--- config.mk ---
export PLATFORM = sky130hd
export DESIGN_NAME = mcm_merge
export DESIGN_NICKNAME = d
export VERILOG_FILES = /design/src/hw/rtl/mcm_pkg.sv /design/src/hw/rtl/mcm_merge.sv
export SDC_FILE = /design/constraint.sdc
export NUM_CORES = 1
export LEC_CHECK = 0
export ABC_AREA = 1
export BUFFER_PORTS_ARGS = -buffer_cell sky130_fd_sc_hd__buf_4
export CAP_MARGIN = 15
export CORE_MARGIN = 2
export CORE_UTILIZATION = 35
export DETAILED_ROUTE_END_ITERATION = 16
export HOLD_SLACK_MARGIN = 0.06
export PLACE_DENSITY_LB_ADDON = 0.05
export SYNTH_ARGS = -nofsm -noshare
export SYNTH_HDL_FRONTEND = slang
export SYNTH_SLANG_ARGS = --single-unit
--- constraint.sdc ---
create_clock -name clk -period 0.8 [get_ports clk]
set_input_delay 0.12 -clock clk [delete_from_list [all_inputs] [get_ports clk]]
set_output_delay 0.12 -clock clk [all_outputs]
set_load 0.01 [all_outputs]
--- src/hw/rtl/mcm_pkg.sv ---
// Shared types and constants for the 4x4 column multiply block.
package mcm_pkg;

	localparam int FRAC_BITS = 16;
	localparam int ELEM_W    = 32;
	localparam int DIM       = 4;
	localparam int PROD_W    = 2 * ELEM_W;
	localparam int PAIR_W    = PROD_W + 1;
	localparam int SUM_W     = PROD_W + 2;
	localparam int SHF_W     = SUM_W - FRAC_BITS;

	localparam logic OP_LOAD     = 1'b0;
	localparam logic OP_MULTIPLY = 1'b1;

	typedef logic signed [ELEM_W-1:0] elem_t;
	typedef elem_t vec4_t [DIM];

	localparam elem_t ONE_Q = elem_t'({{(ELEM_W-1){1'b0}}, 1'b1} << FRAC_BITS);
	localparam elem_t MAX_Q = {1'b0, {(ELEM_W-1){1'b1}}};
	localparam elem_t MIN_Q = {1'b1, {(ELEM_W-1){1'b0}}};

	typedef struct packed {
		logic ld_s1;
		logic ld_s2;
		logic ld_s3;
	} pipe_ctl_t;

endpackage

--- src/hw/rtl/mcm_merge.sv ---
// Output register that gathers the four lane results and merges their clip flags.
module mcm_merge (
	input  logic                      clk,
	input  logic                      ld,
	input  logic [1:0]                col,
	input  mcm_pkg::vec4_t            c,
	input  logic [mcm_pkg::DIM-1:0]   clip,
	output logic [1:0]                out_column,
	output mcm_pkg::vec4_t            c_out,
	output logic                      saturated
);

	logic [1:0]     col_q;
	mcm_pkg::vec4_t c_q;
	logic           sat_q;

	always_ff @(posedge clk) begin
		if (ld) begin
			col_q <= col;
			c_q   <= c;
			sat_q <= |clip;
		end
	end

	assign out_column = col_q;
	assign c_out      = c_q;
	assign saturated  = sat_q;

endmodule

==> reports/metrics.csv, run 1 <==
stage,metric,value,unit
clock_network,clk root buf,clkbuf_16,
clock_network,Post-CTS Setup Inserts,0,
synthesis,syn_nets,270,
floorplanning,Die Ht,110,um
clock_network,hold bufs inserted after CTS,116,
floorplanning,# rows,38,
place,number of port buffers,266,
clock_network,post-cts gate resize count,73,
status,Error,[ERROR RSZ-0060] Max buffer count reached.,
synthesis,Mapped Cells,134,
synthesis,Avg Inst Size Synth,29.4,um2
synthesis,Yosys warning count,0,
place,DP Area,6190,um2
clock_network,H-tree depth,4,
floorplanning,Die X-Extent,110,um
clock_network,total CTS buffers,17,
clock_network,buffer levels on the longest clock path,2,
status,Last stage,4_1_cts,
place,Placer Congestion,0.700,
synthesis,post-synthesis sequential area ratio,99.7,%
status,status,aborted with a tool error,
synthesis,Netlist cell types,3,
synthesis,top post-synthesis cells by area,"edfxtp_1 100%, nor2_1 0.19%, nand2_1 0.095%",
synthesis,dominant cell type by area after synthesis,edfxtp_1,
synthesis,area share of the largest cell type after synthesis,99.7,%
floorplanning,Starting Density,36.1,%
place,Post-DP HPWL,7.33,mm
clock_network,CTS Sinks,131,
floorplanning,Ports,267,
synthesis,Synth Cell Area,3950,um2
synthesis,"FF+latch count, synth",131,
## metrics by stage
stage / instances / setup WS (ns)
after floorplan: 134 / 0.286
after global placement: 545 / -0.0608
after detailed placement: 545 / -0.0738
## cells by family after synthesis
family | share of synthesized area (%)
flops | 99.7
simple gates | 0.285
## cells in the mapped netlist (all sizes together)
cell	number
nand2	1
edfxtp	131
nor2	2
==> inputs of run 2 (changes only) <==
--- a/config.mk
+++ b/config.mk
@@ -9,10 +9,9 @@
 export BUFFER_PORTS_ARGS = -buffer_cell sky130_fd_sc_hd__buf_4
 export CAP_MARGIN = 15
 export CORE_MARGIN = 2
-export CORE_UTILIZATION = 35
+export CORE_UTILIZATION = 20
 export DETAILED_ROUTE_END_ITERATION = 16
-export HOLD_SLACK_MARGIN = 0.06
-export PLACE_DENSITY_LB_ADDON = 0.05
+export PLACE_DENSITY_LB_ADDON = 0.15
 export SYNTH_ARGS = -nofsm -noshare
 export SYNTH_HDL_FRONTEND = slang
 export SYNTH_SLANG_ARGS = --single-unit
==> constraint.sdc (replaced) <==
create_clock -name clk -period 1 [get_ports clk]
set_input_delay 0.15 -clock clk [delete_from_list [all_inputs] [get_ports clk]]
set_output_delay 0.15 -clock clk [all_outputs]
set_load 0.01 [all_outputs]
==> run 2 against run 1 <==
- the flow now finishes, with violations (setup timing)
- area after synthesis unchanged
- synthesized cell count unchanged
==> reports/metrics.csv, run 2 <==
stage,metric,value,unit,change
status,status,finished with violations,,
status,violated checks,setup timing,,
layout,antenna cells,0,,
route,first-pass iteration count of the detailed router,4,,
sta,part of the cycle the worst path needs,112,%,
synthesis,post-synthesis sequential area ratio,99.7,%,unchanged
sta,endpoints failing hold,0,,
place,Placer Congestion,0.687,,-1.8%
clock_network,clk root buf,clkbuf_16,,
layout,synth-to-layout area growth,120,%,
synthesis,Synth Cell Area,3950,um2,unchanged
worst_setup_path,Worst Path Buf+Inv,1,,
sta,Setup-failing EPs final,131,,
synthesis,top post-synthesis cells by count,"131 x edfxtp_1, 2 x nor2_1, 1 x nand2_1",,
route,Vias,2988,,
layout,Final nets,691,,
worst_setup_path,critical path class,flop to output pin,,
synthesis,Netlist cell types,3,,unchanged
synthesis,dominant cell type by area after synthesis,edfxtp_1,,
route,Metal-1 WL,4.35,mm,
floorplanning,Starting Density,20.3,%,-16 points
worst_setup_path,crit-path cells,buf_6,,
layout,"most common cell after layout, fill and taps aside",buf_4,,
global_routing,largest net degree at the start of global routing,52,,
route,Routed WL,12.1,mm,
worst_hold_path,Worst Hold Class,input pin to flop,,
worst_setup_path,crit start category,flop,,
route,Antenna Violating Nets Remaining,0,,
sta,Slew HR,80.7,%,
clock_network,CTS tree,built,,
route,WL met2,6.33,mm,
power_and_ir_drop,PwrDens,1720,nW/um2,
worst_hold_path,Hold EP,saturated$_DFFE_PP_,,
floorplanning,Die X-Extent,144,um,+31%
sta,setup_tns,-9.81,ns,
synthesis,most frequent cell after synthesis,edfxtp_1,,
synthesis,area share of the largest cell type after synthesis,99.7,%,unchanged
sta,Setup WS post-layout,-0.124,ns,
clock_network,CTS Sinks,131,,unchanged
power_and_ir_drop,Leak Pwr,3.58,nW,
clock_network,H-tree depth,4,,unchanged
worst_hold_path,Hold Path Depth,3,,
synthesis,syn_nets,270,,unchanged
global_routing,antenna violations before repair,1,,
clock_network,"CTS clk-pin slew, worst paths",0.06,ns,
sta,unrepaired setup endpoints after global routing,yes,,
worst_hold_path,HP Start,clip[2],,
global_routing,vias in the first global route,3260,,
clock_network,buffer levels on the longest clock path,2,,unchanged
route,DRC viols,0,,
power_and_ir_drop,Final Total Pwr,15.0,mW,
route,top routing layer used,met5,,
clock_network,total CTS buffers,17,,unchanged
synthesis,Yosys warning count,0,,unchanged
global_routing,total track usage,11.4,%,
place,number of port buffers,266,,unchanged
sta,fin crit period,1.12,ns,
synthesis,Mapped Cells,134,,unchanged
worst_setup_path,largest stage delay on the critical path,0.42,ns,
global_routing,global-route wire length before repair,17.3,mm,
worst_setup_path,CP top delay family,flip-flops,,
route,Iter 0 DRT Violations,119,,
synthesis,ys flop type,edfxtp_1,,
synthesis,"FF+latch count, synth",131,,unchanged
worst_setup_path,CP max-delay cell,edfxtp_1,,
clock_network,Post-CTS Setup Inserts,0,,unchanged
synthesis,"FFs w/ async S/R, synth",0,%,unchanged
power_and_ir_drop,peak supply drop,1070,uV,
worst_setup_path,CP Data Arrival Time,0.97,ns,
worst_setup_path,CP Capture Type,output pin,,
synthesis,Avg Inst Size Synth,29.4,um2,unchanged
worst_setup_path,CP required,0.85,ns,
floorplanning,# rows,51,,+34%
sta,final slew viol count,0,,
route,vias per inst,3.59,,
floorplanning,Ports,267,,unchanged
layout,fill cell count,1752,,
floorplanning,die area,20900,um2,
sta,hold slack,0.0395,ns,
run,number of max-cap violations,0,,
floorplanning,Core ar.,19400,um2,
worst_setup_path,CP Max Fanout,1,,
layout,max FFs per register,128,,
floorplanning,Die Ht,144,um,+31%
layout,layout cells sized above 1,53.3,%,
layout,most frequent cells in the layout,"148 x buf_4, 131 x edfxtp_1, 130 x dlygate4sd3_1",,
place,Post-DP HPWL,8.36,mm,+14%
route,WL per Instance,14.6,um,
sta,Slew @ Worst Pin,0.290,ns,
route,met3 WL,1.24,mm,
global_routing,total grt overflow,0,,
worst_setup_path,crit path from,saturated$_DFFE_PP_,,
synthesis,top post-synthesis cells by area,"edfxtp_1 100%, nor2_1 0.19%, nand2_1 0.095%",,
synthesis,Post-synth EDFFs,131,,unchanged
sta,Max Freq,0.890,GHz,
-- run 2: cell counts after synthesis --
Identical to the previous run, type by type.
-- run 2: stage by stage --
step	utilization, %	instances	setup WS (ns)	cell area [um2]
2_1_floorplan	-	134	0.456	3950
3_3_place_gp	32.7	671	0.0539	6340
3_5_place_dp	32.7	671	0.0426	6340
4_1_cts	44.3	833	-0.159	8590
5_1_grt	44.8	833	-0.177	8680
6_report	44.8	833	-0.124	8680
-- run 2: cell families after synthesis --
family           after synthesis  share of synthesized area (%)
and+or+nand+nor                3                          0.285
DFF                          131                           99.7
-- run 2: worst max path at each step --
stage / endpoint / slack, ns / cells past startpoint
floorplan: c_out[0] / 0.46 / 0
global placement: c_out[31]$_DFFE_PP_ / 0.05 / 2
detailed placement: c_out[61]$_DFFE_PP_ / 0.04 / 2
CTS: saturated / -0.16 / 1
global route: saturated / -0.18 / 1
finish: saturated / -0.12 / 1
-- run 2: routing by layer --
metal / global-route usage, % / vias up
li1: - / 1395
met3: 6.26 / 18
met2: 19.0 / 160
met5: 0 / -
met1: 12.0 / 1413
met4: 4.60 / 2
-- run 2: report_power, final --
group	total (mW)	internal, mW	leakage [nW]	switching, mW
sequential	6.73	6.54	1.28	0.193
clock	6.13	3.69	0.282	2.44
combinational	2.09	1.40	2.02	0.698
-- run 2: repair_timing --
item	4_1_cts	5_1_grt
setup endpoints to repair	131	131
hold endpoints to repair	130	0
gates resized for setup	98	24
hold buffers	130	0
-- run 2: cell type report --
class	instances	area, um2	share of cell area, %
multi-input cells	3	11.3	0.130
well taps	265	332	3.82
flip-flops and latches	131	3930	45.3
clock inverters	15	155	1.79
repair buffers	402	3830	44.1
clock buffers	17	425	4.90
No activity file was read; power rests on OpenSTA's default activity.
